--- config.mk ---
export PLATFORM = sky130hd
export DESIGN_NAME = buddy_allocator_alloc_unit
export DESIGN_NICKNAME = d
export VERILOG_FILES = /design/src/hdl/bda_pkg.sv /design/src/hdl/bda_front.sv /design/src/hdl/bda_queue.sv /design/src/hdl/bda_back.sv /design/src/hdl/buddy_allocator_alloc_unit.sv
export VERILOG_INCLUDE_DIRS = /design/src /design/src/hdl
export SDC_FILE = /design/constraint.sdc
export NUM_CORES = 1
export LEC_CHECK = 0
export BUFFER_PORTS_ARGS = -buffer_cell sky130_fd_sc_hd__buf_2
export CORE_MARGIN = 3
export CORE_UTILIZATION = 60
export DETAILED_ROUTE_END_ITERATION = 8
export GPL_ROUTABILITY_DRIVEN = 0
export PLACE_DENSITY = 0.74
export SLEW_MARGIN = 25
export SYNTH_ARGS = -nofsm -noshare
export SYNTH_HDL_FRONTEND = slang
export SYNTH_SLANG_ARGS = --single-unit
--- constraint.sdc ---
create_clock -name clock -period 13.9 [get_ports clock]
set_input_delay 1.39 -clock clock [delete_from_list [all_inputs] [get_ports clock]]
set_output_delay 1.39 -clock clock [all_outputs]
set_load 0.01 [all_outputs]
--- src/hdl/buddy_allocator_alloc_unit_macros.svh ---
// Assertion macros for the buddy allocator allocation unit.
`ifndef BUDDY_ALLOCATOR_ALLOC_UNIT_MACROS_SVH
`define BUDDY_ALLOCATOR_ALLOC_UNIT_MACROS_SVH
`ifndef SYNTHESIS
`define BDA_ASSERT_IMPL(label, clk, rst, ante, cons) \
   label: assert property (@(posedge clk) disable iff (rst) (ante) |-> (cons)) \
      else $error("allocation unit assertion failed");
`define BDA_ASSERT_NEXT(label, clk, rst, ante, cons) \
   label: assert property (@(posedge clk) disable iff (rst) (ante) |=> (cons)) \
      else $error("allocation unit assertion failed");
`else
`define BDA_ASSERT_IMPL(label, clk, rst, ante, cons)
`define BDA_ASSERT_NEXT(label, clk, rst, ante, cons)
`endif
`endif

--- src/hdl/bda_pkg.sv ---
// Shared types and constants of the buddy allocator allocation unit.
`default_nettype none
package bda_pkg;
   localparam int SMALLEST_ORDER_DEF = 5;
   localparam int POOL_ORDER_DEF     = 20;
   localparam int HEADER_BYTES_DEF   = 16;

   localparam int REQ_W       = 32;
   localparam int NEED_W      = 33;
   localparam int ORD_W       = 6;
   localparam int ST_W        = 2;
   localparam int BLK_W       = 20;
   localparam int PAY_W       = 21;
   localparam int BORD_W      = 5;
   localparam int QUEUE_DEPTH = 2;

   typedef enum logic [ST_W-1:0] {
      ST_GRANTED  = 2'd0,
      ST_TOO_BIG  = 2'd1,
      ST_NO_SPACE = 2'd2
   } bda_status_type;

   typedef struct packed {
      logic             too_big;
      logic [ORD_W-1:0] target;
   } bda_job_type;

   typedef struct packed {
      logic full;
      logic empty;
   } bda_qstat_type;

   typedef struct packed {
      logic              valid;
      logic [ST_W-1:0]   status;
      logic [BLK_W-1:0]  block_offset;
      logic [PAY_W-1:0]  payload_offset;
      logic [BORD_W-1:0] block_order;
   } bda_rsp_type;
endpackage
`default_nettype wire

--- src/hdl/bda_front.sv ---
// Front end: takes a request and works out its target order, one order a cycle.
`default_nettype none
module bda_front #(
   parameter int SMALLEST_ORDER = bda_pkg::SMALLEST_ORDER_DEF,
   parameter int POOL_ORDER     = bda_pkg::POOL_ORDER_DEF,
   parameter int HEADER_BYTES   = bda_pkg::HEADER_BYTES_DEF
) (
   input  wire logic                        clock,
   input  wire logic                        reset,
   input  wire logic                        start,
   input  wire logic [bda_pkg::REQ_W-1:0]   req_request_bytes,
   output logic                             busy,
   output logic                             push,
   output bda_pkg::bda_job_type             job,
   input  bda_pkg::bda_qstat_type           qstat
);
   localparam logic [bda_pkg::ORD_W-1:0] SmallOrd = bda_pkg::ORD_W'(SMALLEST_ORDER);
   localparam logic [bda_pkg::ORD_W-1:0] PoolOrd  = bda_pkg::ORD_W'(POOL_ORDER);

   typedef enum logic [1:0] {
      F_IDLE = 2'b01,
      F_SCAN = 2'b10
   } bda_front_state_type;

   bda_front_state_type              state_ff, state_in;
   logic [bda_pkg::NEED_W-1:0]       need_ff, need_in;
   logic [bda_pkg::ORD_W-1:0]        tgt_ff, tgt_in;
   logic [bda_pkg::NEED_W:0]         pow;
   logic                             grow;

   always_comb begin
      pow  = {{bda_pkg::NEED_W{1'b0}}, 1'b1} << tgt_ff;
      grow = (tgt_ff <= PoolOrd) && (pow < {1'b0, need_ff});
   end

   always_comb begin
      state_in = state_ff;
      need_in  = need_ff;
      tgt_in   = tgt_ff;
      push     = 1'b0;
      unique case (state_ff)
         F_IDLE: begin
            if (start) begin
               need_in  = bda_pkg::NEED_W'(req_request_bytes)
                        + bda_pkg::NEED_W'(HEADER_BYTES);
               tgt_in   = SmallOrd;
               state_in = F_SCAN;
            end
         end
         F_SCAN: begin
            if (grow) begin
               tgt_in = tgt_ff + bda_pkg::ORD_W'(1);
            end else if (!qstat.full) begin
               push     = 1'b1;
               state_in = F_IDLE;
            end
         end
         default: state_in = F_IDLE;
      endcase
   end

   assign job.too_big = (tgt_ff > PoolOrd);
   assign job.target  = tgt_ff;
   assign busy        = (state_ff == F_SCAN);

   always_ff @(posedge clock) begin
      if (reset) begin
         state_ff <= F_IDLE;
      end else begin
         state_ff <= state_in;
      end
   end

   always_ff @(posedge clock) begin
      need_ff <= need_in;
      tgt_ff  <= tgt_in;
   end
endmodule
`default_nettype wire

--- src/hdl/bda_queue.sv ---
// Short job queue between the front end and the back end.
`default_nettype none
module bda_queue (
   input  wire logic               clock,
   input  wire logic               reset,
   input  wire logic               push,
   input  bda_pkg::bda_job_type    push_job,
   input  wire logic               pop,
   output bda_pkg::bda_job_type    head,
   output bda_pkg::bda_qstat_type  qstat
);
   localparam int PtrW = (bda_pkg::QUEUE_DEPTH > 1) ? $clog2(bda_pkg::QUEUE_DEPTH) : 1;
   localparam int CntW = $clog2(bda_pkg::QUEUE_DEPTH + 1);
   localparam logic [PtrW-1:0] LastPtr = PtrW'(bda_pkg::QUEUE_DEPTH - 1);
   localparam logic [CntW-1:0] FullCnt = CntW'(bda_pkg::QUEUE_DEPTH);

   bda_pkg::bda_job_type  entry_ff [bda_pkg::QUEUE_DEPTH];
   logic [PtrW-1:0]       wr_ptr_ff, wr_ptr_in;
   logic [PtrW-1:0]       rd_ptr_ff, rd_ptr_in;
   logic [CntW-1:0]       count_ff, count_in;

   always_comb begin
      wr_ptr_in = wr_ptr_ff;
      rd_ptr_in = rd_ptr_ff;
      count_in  = count_ff;
      if (push) begin
         wr_ptr_in = (wr_ptr_ff == LastPtr) ? '0 : wr_ptr_ff + PtrW'(1);
      end
      if (pop) begin
         rd_ptr_in = (rd_ptr_ff == LastPtr) ? '0 : rd_ptr_ff + PtrW'(1);
      end
      if (push && !pop) begin
         count_in = count_ff + CntW'(1);
      end else if (pop && !push) begin
         count_in = count_ff - CntW'(1);
      end
   end

   assign head        = entry_ff[rd_ptr_ff];
   assign qstat.full  = (count_ff == FullCnt);
   assign qstat.empty = (count_ff == '0);

   always_ff @(posedge clock) begin
      if (reset) begin
         wr_ptr_ff <= '0;
         rd_ptr_ff <= '0;
         count_ff  <= '0;
      end else begin
         wr_ptr_ff <= wr_ptr_in;
         rd_ptr_ff <= rd_ptr_in;
         count_ff  <= count_in;
      end
   end

   always_ff @(posedge clock) begin
      if (push) begin
         entry_ff[wr_ptr_ff] <= push_job;
      end
   end
endmodule
`default_nettype wire

--- src/hdl/bda_back.sv ---
// Back end: free-order search, block take and buddy splitting, one order a cycle.
`default_nettype none
module bda_back #(
   parameter int POOL_ORDER   = bda_pkg::POOL_ORDER_DEF,
   parameter int HEADER_BYTES = bda_pkg::HEADER_BYTES_DEF
) (
   input  wire logic               clock,
   input  wire logic               reset,
   input  bda_pkg::bda_qstat_type  qstat,
   input  bda_pkg::bda_job_type    head,
   output logic                    pop,
   output bda_pkg::bda_rsp_type    rsp
);
   localparam int OffW  = POOL_ORDER;
   localparam int SlotW = $clog2(POOL_ORDER + 1);
   localparam int MemAW = $clog2(POOL_ORDER);
   localparam int SumW  = ((POOL_ORDER > bda_pkg::PAY_W) ? POOL_ORDER : bda_pkg::PAY_W) + 1;
   localparam logic [bda_pkg::ORD_W-1:0] PoolOrd   = bda_pkg::ORD_W'(POOL_ORDER);
   localparam logic [POOL_ORDER:0]       FreeReset = {1'b1, {POOL_ORDER{1'b0}}};

   typedef enum logic [3:0] {
      B_IDLE   = 4'b0001,
      B_SEARCH = 4'b0010,
      B_FETCH  = 4'b0100,
      B_SPLIT  = 4'b1000
   } bda_back_state_type;

   bda_back_state_type          state_ff, state_in;
   logic [bda_pkg::ORD_W-1:0]   cur_ff, cur_in;
   logic [bda_pkg::ORD_W-1:0]   tgt_ff, tgt_in;
   logic [bda_pkg::ORD_W-1:0]   cur_dec;
   logic [OffW-1:0]             blk_ff, blk_in;
   logic [POOL_ORDER:0]         free_ff, free_in;
   logic [OffW-1:0]             mem [POOL_ORDER];
   logic [OffW-1:0]             rd_ff;
   logic                        mem_we;
   logic [MemAW-1:0]            mem_wa;
   logic [MemAW-1:0]            mem_ra;
   logic [OffW-1:0]             mem_wd;
   logic [SumW-1:0]             blk_wide;
   logic [SumW-1:0]             pay_wide;
   bda_pkg::bda_rsp_type        rsp_ff, rsp_in;

   always_comb begin
      cur_dec  = cur_ff - bda_pkg::ORD_W'(1);
      mem_ra   = cur_ff[MemAW-1:0];
      mem_wa   = cur_dec[MemAW-1:0];
      mem_wd   = blk_ff + (OffW'(1) << cur_dec);
      blk_wide = SumW'(blk_ff);
      pay_wide = blk_wide + SumW'(HEADER_BYTES);
   end

   always_comb begin
      state_in     = state_ff;
      cur_in       = cur_ff;
      tgt_in       = tgt_ff;
      blk_in       = blk_ff;
      free_in      = free_ff;
      pop          = 1'b0;
      mem_we       = 1'b0;
      rsp_in       = rsp_ff;
      rsp_in.valid = 1'b0;
      unique case (state_ff)
         B_IDLE: begin
            if (!qstat.empty) begin
               pop    = 1'b1;
               cur_in = head.target;
               tgt_in = head.target;
               if (head.too_big) begin
                  rsp_in.valid          = 1'b1;
                  rsp_in.status         = bda_pkg::ST_TOO_BIG;
                  rsp_in.block_offset   = '0;
                  rsp_in.payload_offset = '0;
                  rsp_in.block_order    = '0;
               end else begin
                  state_in = B_SEARCH;
               end
            end
         end
         B_SEARCH: begin
            if (cur_ff > PoolOrd) begin
               rsp_in.valid          = 1'b1;
               rsp_in.status         = bda_pkg::ST_NO_SPACE;
               rsp_in.block_offset   = '0;
               rsp_in.payload_offset = '0;
               rsp_in.block_order    = '0;
               state_in              = B_IDLE;
            end else if (free_ff[cur_ff[SlotW-1:0]]) begin
               free_in[cur_ff[SlotW-1:0]] = 1'b0;
               state_in                   = B_FETCH;
            end else begin
               cur_in = cur_ff + bda_pkg::ORD_W'(1);
            end
         end
         B_FETCH: begin
            // the top order's free block only ever sits at offset zero
            blk_in   = (cur_ff == PoolOrd) ? '0 : rd_ff;
            state_in = B_SPLIT;
         end
         B_SPLIT: begin
            if (cur_ff > tgt_ff) begin
               cur_in                      = cur_dec;
               free_in[cur_dec[SlotW-1:0]] = 1'b1;
               mem_we                      = 1'b1;
            end else begin
               rsp_in.valid          = 1'b1;
               rsp_in.status         = bda_pkg::ST_GRANTED;
               rsp_in.block_offset   = blk_wide[bda_pkg::BLK_W-1:0];
               rsp_in.payload_offset = pay_wide[bda_pkg::PAY_W-1:0];
               rsp_in.block_order    = tgt_ff[bda_pkg::BORD_W-1:0];
               state_in              = B_IDLE;
            end
         end
         default: state_in = B_IDLE;
      endcase
   end

   assign rsp = rsp_ff;

   always_ff @(posedge clock) begin
      if (reset) begin
         state_ff     <= B_IDLE;
         free_ff      <= FreeReset;
         rsp_ff.valid <= 1'b0;
      end else begin
         state_ff     <= state_in;
         free_ff      <= free_in;
         rsp_ff.valid <= rsp_in.valid;
      end
      rsp_ff.status         <= rsp_in.status;
      rsp_ff.block_offset   <= rsp_in.block_offset;
      rsp_ff.payload_offset <= rsp_in.payload_offset;
      rsp_ff.block_order    <= rsp_in.block_order;
   end

   always_ff @(posedge clock) begin
      cur_ff <= cur_in;
      tgt_ff <= tgt_in;
      blk_ff <= blk_in;
   end

   always_ff @(posedge clock) begin
      if (mem_we) begin
         mem[mem_wa] <= mem_wd;
      end
      rd_ff <= mem[mem_ra];
   end
endmodule
`default_nettype wire

--- src/hdl/buddy_allocator_alloc_unit.sv ---
// Top level of the buddy allocator allocation unit.
//
//   channel   ports                                      handshake
//   request   start, busy, req_request_bytes             taken when start && !busy
//   result    rsp_valid, rsp_status, rsp_block_offset,   one-cycle strobe, always taken
//             rsp_payload_offset, rsp_block_order
//
// Front end scans the target order one per cycle; back end searches and splits one order
// per cycle. A queued item first waits out the jobs ahead of it in the back end.
// Reset marks only the top order free; no clearing pass. Results cannot be held off;
// a two-item queue lets the front end take the next request while the back end works.
`default_nettype none
`include "buddy_allocator_alloc_unit_macros.svh"
module buddy_allocator_alloc_unit #(
   parameter int SMALLEST_ORDER = bda_pkg::SMALLEST_ORDER_DEF,
   parameter int POOL_ORDER     = bda_pkg::POOL_ORDER_DEF,
   parameter int HEADER_BYTES   = bda_pkg::HEADER_BYTES_DEF
) (
   input  wire logic                        clock,
   input  wire logic                        reset,
   input  wire logic                        start,
   output logic                             busy,
   input  wire logic [bda_pkg::REQ_W-1:0]   req_request_bytes,
   output logic                             rsp_valid,
   output logic [bda_pkg::ST_W-1:0]         rsp_status,
   output logic [bda_pkg::BLK_W-1:0]        rsp_block_offset,
   output logic [bda_pkg::PAY_W-1:0]        rsp_payload_offset,
   output logic [bda_pkg::BORD_W-1:0]       rsp_block_order
);
   logic                     push;
   logic                     pop;
   bda_pkg::bda_job_type     push_job;
   bda_pkg::bda_job_type     head;
   bda_pkg::bda_qstat_type   qstat;
   bda_pkg::bda_rsp_type     rsp;
   logic [bda_pkg::BLK_W-1:0] align_mask;

   bda_front #(
      .SMALLEST_ORDER (SMALLEST_ORDER),
      .POOL_ORDER     (POOL_ORDER),
      .HEADER_BYTES   (HEADER_BYTES)
   ) u_front (
      .clock             (clock),
      .reset             (reset),
      .start             (start),
      .req_request_bytes (req_request_bytes),
      .busy              (busy),
      .push              (push),
      .job               (push_job),
      .qstat             (qstat)
   );

   bda_queue u_queue (
      .clock    (clock),
      .reset    (reset),
      .push     (push),
      .push_job (push_job),
      .pop      (pop),
      .head     (head),
      .qstat    (qstat)
   );

   bda_back #(
      .POOL_ORDER   (POOL_ORDER),
      .HEADER_BYTES (HEADER_BYTES)
   ) u_back (
      .clock (clock),
      .reset (reset),
      .qstat (qstat),
      .head  (head),
      .pop   (pop),
      .rsp   (rsp)
   );

   assign rsp_valid          = rsp.valid;
   assign rsp_status         = rsp.status;
   assign rsp_block_offset   = rsp.block_offset;
   assign rsp_payload_offset = rsp.payload_offset;
   assign rsp_block_order    = rsp.block_order;

   assign align_mask = bda_pkg::BLK_W'((64'd1 << rsp_block_order) - 64'd1);

   `BDA_ASSERT_NEXT(a_busy_after_take, clock, reset, start && !busy, busy)
   `BDA_ASSERT_IMPL(a_reject_zeroed, clock, reset, rsp_valid && (rsp_status != bda_pkg::ST_GRANTED), (rsp_block_offset == '0) && (rsp_payload_offset == '0) && (rsp_block_order == '0))
   `BDA_ASSERT_IMPL(a_grant_aligned, clock, reset, rsp_valid && (rsp_status == bda_pkg::ST_GRANTED), (rsp_block_offset & align_mask) == '0)
endmodule
`default_nettype wire

==> impl_metrics.csv, run 1 <==
group,metric,value,unit
run_status,status,"finished, final reports clean",
synthesis,async_flop_share,0,%
synthesis,syn-cell-area,0.0253,mm²
global_route,grt_overflow,0,
worst_hold_path,hp-class,"reg2reg",
drt,dr.pass1.iters,7,
die,die_area,0.0447,mm²
finish,post-route-util,68.7,%
synthesis,syn-instance-count,1605,
drt,totalWireLength,56800,µm
global_route,grt_usage,26.0,%
synthesis,yosys.area_share.adder,3.64,%
synthesis,synthXorXnorAreaFrac,2.32,%
synthesis,ys_seq_area_share,67.0,%
clocking,clkTransAtPathRegs,0.07,ns
place,io_buffers,84,
timing,fin_setup_tns,0,ns
synthesis,synth_edf_count,529,
worst_setup_path,worstPathArrival,6.04,ns
die,ioPinCount,85,
synthesis,yosys_warnings,0,
finish,instances_no_fill,2299,
finish,fin_nets,1826,
drt,postRouteAntennaNets,0,
finish,filler_cell_count,2670,
worst_setup_path,cp-end-kind,"flop",
clocking,cts_num_sinks,582,
pwr,switching_share,27.2,%
timing,finalSetupViolations,0,
worst_setup_path,r2r_slack,8.15,ns
pwr,p_int,3350,µW
pwr,p_switching,1250,µW
clocking,postCtsResizedCells,0,
die,initial_core_util,61.4,%
drt,wl_per_cell,24.7,µm
finish,drive_above_1_share,21.3,%
die,num_rows,74,
timing,drv_slew,0,
clocking,cts_hold_buf,0,
clocking,cts_root_buf,"clkbuf_16",
worst_setup_path,path_class,"reg2reg",
worst_setup_path,cp.required,14.20,ns
place,hpwl,33500,µm
run,cap_violations,0,
synthesis,ys.flop_type,"edfxtp_1",
clocking,postCtsSetupBuffers,0,
place,dp.cells,2191,
die,coreArea,0.0412,mm²
timing,max_slew.worst_pin.slew,1.08,ns
worst_setup_path,cp_max_fo,47,
timing,rsz0062_at_grt,"false",
timing,fin_crit,5.75,ns
synthesis,synth_fp_nets,1713,
synthesis,muxShareOfSynthArea,11.8,%
synthesis,synth.largest_area_cell,"edfxtp_1",
clocking,cts_tree,"yes",
global_route,grt_max_degree,113,
pwr,p_clk_share,32.1,%
timing,final_hold_viol_count,0,
pwr,powerDensity,163,mW/mm²
clocking,clkLatencyLatePin,0.62,ns
clocking,cts_max_level,2,
synthesis,ys_seq_elements,582,
pwr,irDropWorstVdd,0.000103,V
synthesis,synth-compound-area-share,4.30,%
drt,drc,0,
timing,slew-limit-headroom,27.8,%
pwr,p_leak,0.00987,µW
finish,seqCellArea,0.0169,mm²
synthesis,synth.distinct_cells,74,
pwr,pwr-share-seq,46.0,%
finish,diodes,0,
synthesis,synth_top_cell_area_share,62.8,%
clocking,cts_buffers,57,
clocking,clockBufferDepth,3,
synthesis,yosys.area_share.simple,8.46,%
pwr,combinationalPowerShare,21.9,%
synthesis,synth_area_per_cell,15.8,µm²
synthesis,synth_top_family_by_area,"multiplexers",
global_route,antenna_found_initial,0,
drt,detail_route.iter0.violations,1769,
die,die_h,211,µm
global_route,grt_pass1_wl,85800,µm
global_route,grt_pass1_vias,14200,
drt,viasPerCell,6.30,
worst_setup_path,cp-start-kind,"flop",
finish,area_growth,11.8,%
finish,multi_input_area,0.00784,mm²
drt,vias,14500,
timing,max_freq,174,MHz
synthesis,synth.area.top_cells,"edfxtp_1 (63%), mux4_2 (10%), dfxtp_1 (4.2%), ha_1 (3.6%), nor2_1 (1.9%)",
die,die_width,211,µm
timing,post-route-period-util,41.3,%
timing,fin_skew,0.0230,ns
## worst max-delay path, stage by stage (launching register included)
cell and delay (ns):
edfxtp_1 0.35, buf_4 0.33, inv_1 0.22, ha_1 0.67, nor2b_1 0.17, a221o_1 0.29, a21o_1 0.24, nand2_1 0.11
nand2_1 0.07, nor2_1 0.13, ha_1 0.21, inv_1 0.07, fa_1 0.47, nor2b_1 0.21, o2111ai_1 0.16, a41oi_1 0.43
nor4b_1 0.42, nor3_1 0.18, o311ai_4 0.69
## power by group through the flow
stage | registers, µW | logic [µW] | clock network (µW)
6_report | 2120 | 1010 | 1480
3_5_place_dp | 2160 | 1000 | 0
4_1_cts | 2120 | 1010 | 1500
3_3_place_gp | 2150 | 982 | 0
5_1_grt | 2130 | 1090 | 1570
2_1_floorplan | 2160 | 739 | 0
## synthesized netlist by cell type (14+ instances only)
cell type	number
a21oi_1	40
dfxtp_1	53
mux4_2	117
mux2_2	20
o21ai_0	23
buf_2	17
ha_1	72
nand3_1	37
edfxtp_1	529
clkbuf_1	39
nor2_1	129
xor2_1	28
nor2b_1	34
and3_1	18
and2_1	32
xnor2_1	39
nand2b_1	14
inv_1	74
nand2_1	92
nor3_1	20
## kinds of logic after synthesis
family	count (synthesis)
AOI/OAI and AO/OA	157
xor gates and xnor gates	67
adders and majority gates	73
buffers and inverters	149
DFF	582
muxes	149
and+or+nand+nor	428
## registers in the layout, summed over array words and instances (netlist names), named ones only
register           count
u_back.cur_ff          6
u_back.mem           400
u_back.blk_ff         20
u_back.state_ff        4
u_queue.entry_ff      14
u_back.free_ff        21
u_queue.rd_ptr_ff      1
u_queue.wr_ptr_ff      1
u_back.rd_ff          20
u_back.rsp            45
u_front.state_ff       2
u_front.tgt_ff         6
u_back.tgt_ff          6
u_queue.count_ff       2
u_front.need_ff       33
## per-stage QoR
step	area, µm²	hold WS (ns)	total power, µW	worst slack, ns
after floorplan	25300	0.433	2890	8.20
after CTS	28300	0.464	4630	7.94
after detailed placement	26500	0.454	3160	7.98
final	28300	0.466	4610	8.15
after global placement	26400	0.444	3130	8.18
after global routing	28300	0.481	4790	7.67
## cell type report
class / instances / share of cell area [%]
multi-input cells: 874 / 27.7
clock inverters: 18 / 0.597
clock buffers: 90 / 5.77
inverters: 76 / 1.01
repair buffers: 127 / 2.67
well taps: 532 / 2.35
flip-flops and latches: 582 / 59.9
## cell usage in the layout (no fill, tap or decap), types with 9 or more instances in the layout
cell type	count
a211oi_1	12
a21o_1	9
a21oi_1	40
a221o_1	11
and2_1	32
and3_1	15
buf_2	84
buf_4	42
clkbuf_1	26
clkbuf_16	58
clkinv_1	13
dfxtp_1	53
edfxtp_1	529
ha_1	72
inv_1	66
mux2_2	20
mux2i_1	12
mux4_2	117
nand2_1	92
nand2b_1	14
nand3_1	37
nand4_1	10
nor2_1	121
nor2b_1	34
nor3_1	20
o21ai_0	22
xnor2_1	37
xor2_1	24
## final timing paths
kind,from,end,cells after the start
worst max-delay path,u_back.cur_ff[1],u_back.mem[14][18],18
worst min-delay path,u_back.free_ff[6],u_back.free_ff[6],2
worst max register to register,u_back.cur_ff[1],u_back.mem[14][18],18
worst min register to register,u_back.free_ff[6],u_back.free_ff[6],2
## metal layers
metal  GRT usage [%]  share of wire (%)  vias up
li1                -                  -     6391
met1            36.6                 40     7288
met2            42.4                 49      681
met3            4.02                8.3      118
met4            8.80                3.1        0
met5               0                  0        -
No activity file was read; power rests on OpenSTA's default activity.
==> inputs of run 2 (changes only) <==
- clock period: 13.9 -> 5.4 ns (I/O delays scaled with it)
==> impl_metrics.csv, run 2 (synthesis results as in run 1) <==
group,metric,value,unit
finish,post-route-util,68.9,%
finish,fin_area,0.0284,mm²
worst_setup_path,startpoint,"u_back.cur_ff[0]",
worst_setup_path,crit_chain,"inv_2, ha_1, buf_4, a221o_1, a21o_1, nand2_1, nand2_1, nor2_1, ha_1, inv_1, fa_1, nor2b_1, o2111ai_1, a41oi_1, nor4b_1, nor3_1, xnor2_2",
worst_setup_path,cp_top_family,"simple AND/OR/NAND/NOR gates",
worst_setup_path,cpPeakStageDelay,0.68,ns
pwr,p_leak,0.00998,µW
finish,final_common_cell,"edfxtp_1",
timing,final_hold_viol_count,0,
die,die_h,211,µm
place,hpwl,34600,µm
clocking,clkLatencyLatePin,0.62,ns
drt,viasPerCell,6.27,
timing,max_slew.worst_pin.slew,1.12,ns
finish,diodes,0,
pwr,fin_total_pwr,11900,µW
worst_setup_path,cp_num_buf_inv,3,
drt,vias,14500,
clocking,postCtsResizedCells,0,
worst_setup_path,cp-end-kind,"flop",
worst_setup_path,path_class,"reg2reg",
timing,fin_skew,0.0162,ns
worst_setup_path,cp_max_fo,20,
worst_setup_path,cp.required,5.69,ns
global_route,grt_overflow,0,
finish,area_growth,12.1,%
die,die_width,211,µm
run,cap_violations,0,
die,num_rows,74,
worst_setup_path,slowest_stage,"xnor2_2",
drt,postRouteAntennaNets,0,
drt,dr.pass1.iters,5,
worst_setup_path,regToRegStartpoint,"u_back.cur_ff[0]",
timing,finalSetupViolations,0,
pwr,irDropWorstVdd,0.000313,V
timing,drv_slew,0,
worst_hold_path,min_from,"req_request_bytes[1]",
place,io_buffers,84,
timing,post-route-period-util,90.6,%
die,initial_core_util,61.4,%
die,coreArea,0.0412,mm²
global_route,antenna_found_initial,0,
clocking,clkTransAtPathRegs,0.06,ns
worst_setup_path,worstPathArrival,5.18,ns
global_route,grt_pass1_wl,86100,µm
place,post_dp_cell_area,0.0266,mm²
finish,largest-register,"u_back.mem",
clocking,cts_root_buf,"clkbuf_16",
die,ioPinCount,85,
clocking,cts_num_sinks,582,
timing,rsz0062_at_grt,"false",
finish,final_cell_mix,"edfxtp_1 (529), nor2_1 (121), mux4_2 (117)",
timing,max_freq,204,MHz
finish,fin_nets,1839,
clocking,clockBufferDepth,3,
global_route,grt_max_degree,112,
clocking,cts_max_level,2,
place,dp.cells,2206,
global_route,grt_pass1_vias,14400,
die,die_area,0.0447,mm²
clocking,cts_hold_buf,0,
drt,wl_per_cell,24.5,µm
drt,detail_route.iter0.violations,1532,
finish,instances_no_fill,2305,
drt,drc,0,
timing,fin_crit,4.89,ns
clocking,cts_buffers,55,
clocking,cts_tree,"yes",
pwr,powerDensity,420,mW/mm²
drt,totalWireLength,56400,µm
worst_hold_path,hp-class,"in2reg",
clocking,postCtsSetupBuffers,0,
run_status,status,"finished, final reports clean",
worst_setup_path,cp-start-kind,"flop",
timing,slew-limit-headroom,25.1,%
timing,fin_setup_tns,0,ns
finish,drive_above_1_share,22.2,%
finish,largest_register_ffs,400,
global_route,grt_usage,25.8,%
## run 2: cell count changes in the layout (fill, tap and decap cells not counted), sizes merged
cell	previous run	this run
buf	127	142
bufinv	2	5
inv	70	75
clkbuf	90	67
clkinvlp	1	2
clkinv	21	26
## run 2: per-layer routing
metal | GRT usage, % | vias to the layer above | share of wire, %
met5 | 0 | - | 0
li1 | - | 6407 | -
met4 | 9.49 | 0 | 3.4
met3 | 3.65 | 138 | 7.7
met1 | 37.3 | 7277 | 41
met2 | 41.1 | 633 | 48
## run 2: through the flow
stage	setup slack [ns]	hold WS, ns
after CTS	0.581	0.0725
after floorplan	0.246	0.433
after global routing	0.253	0.0903
after detailed placement	0.609	0.456
after global placement	0.360	0.444
final	0.507	0.105
## run 2: area by class of cell
type / count / area (µm²)
Sequential cell: 582 / 16900
Fill cell: 2666 / 12800
Multi-Input combinational cell: 874 / 7820
Clock buffer: 67 / 1470
Timing Repair Buffer: 142 / 868
Tap cell: 532 / 666
Clock inverter: 32 / 319
Inverter: 76 / 285
## run 2: worst paths after layout
| kind | endpoint | slack [ns] | depth (start not counted) |
|---|---|---|---|
| max | u_back.mem[0][16] | 0.51 | 17 |
| min | u_front.need_ff[1] | 0.10 | 1 |
| min reg2reg | u_back.free_ff[6] | 0.47 | 2 |
| max reg2reg | u_back.mem[0][16] | 0.51 | 17 |
## run 2: worst reg2reg max path, stage by stage (launching register included)
cell       delay, ns
edfxtp_1        0.44
inv_2           0.12
ha_1            0.25
buf_4           0.19
a221o_1         0.33
a21o_1          0.25
nand2_1         0.10
nand2_1         0.08
nor2_1          0.14
ha_1            0.21
inv_1           0.07
fa_1            0.41
nor2b_1         0.17
o2111ai_1       0.15
a41oi_1         0.35
nor4b_1         0.45
nor3_1          0.19
xnor2_2         0.68
## run 2: power breakdown
group | total [µW] | switching, µW | internal (µW)
registers | 5460 | 125 | 5340
logic | 2630 | 1480 | 1150
clock network | 3820 | 1640 | 2180
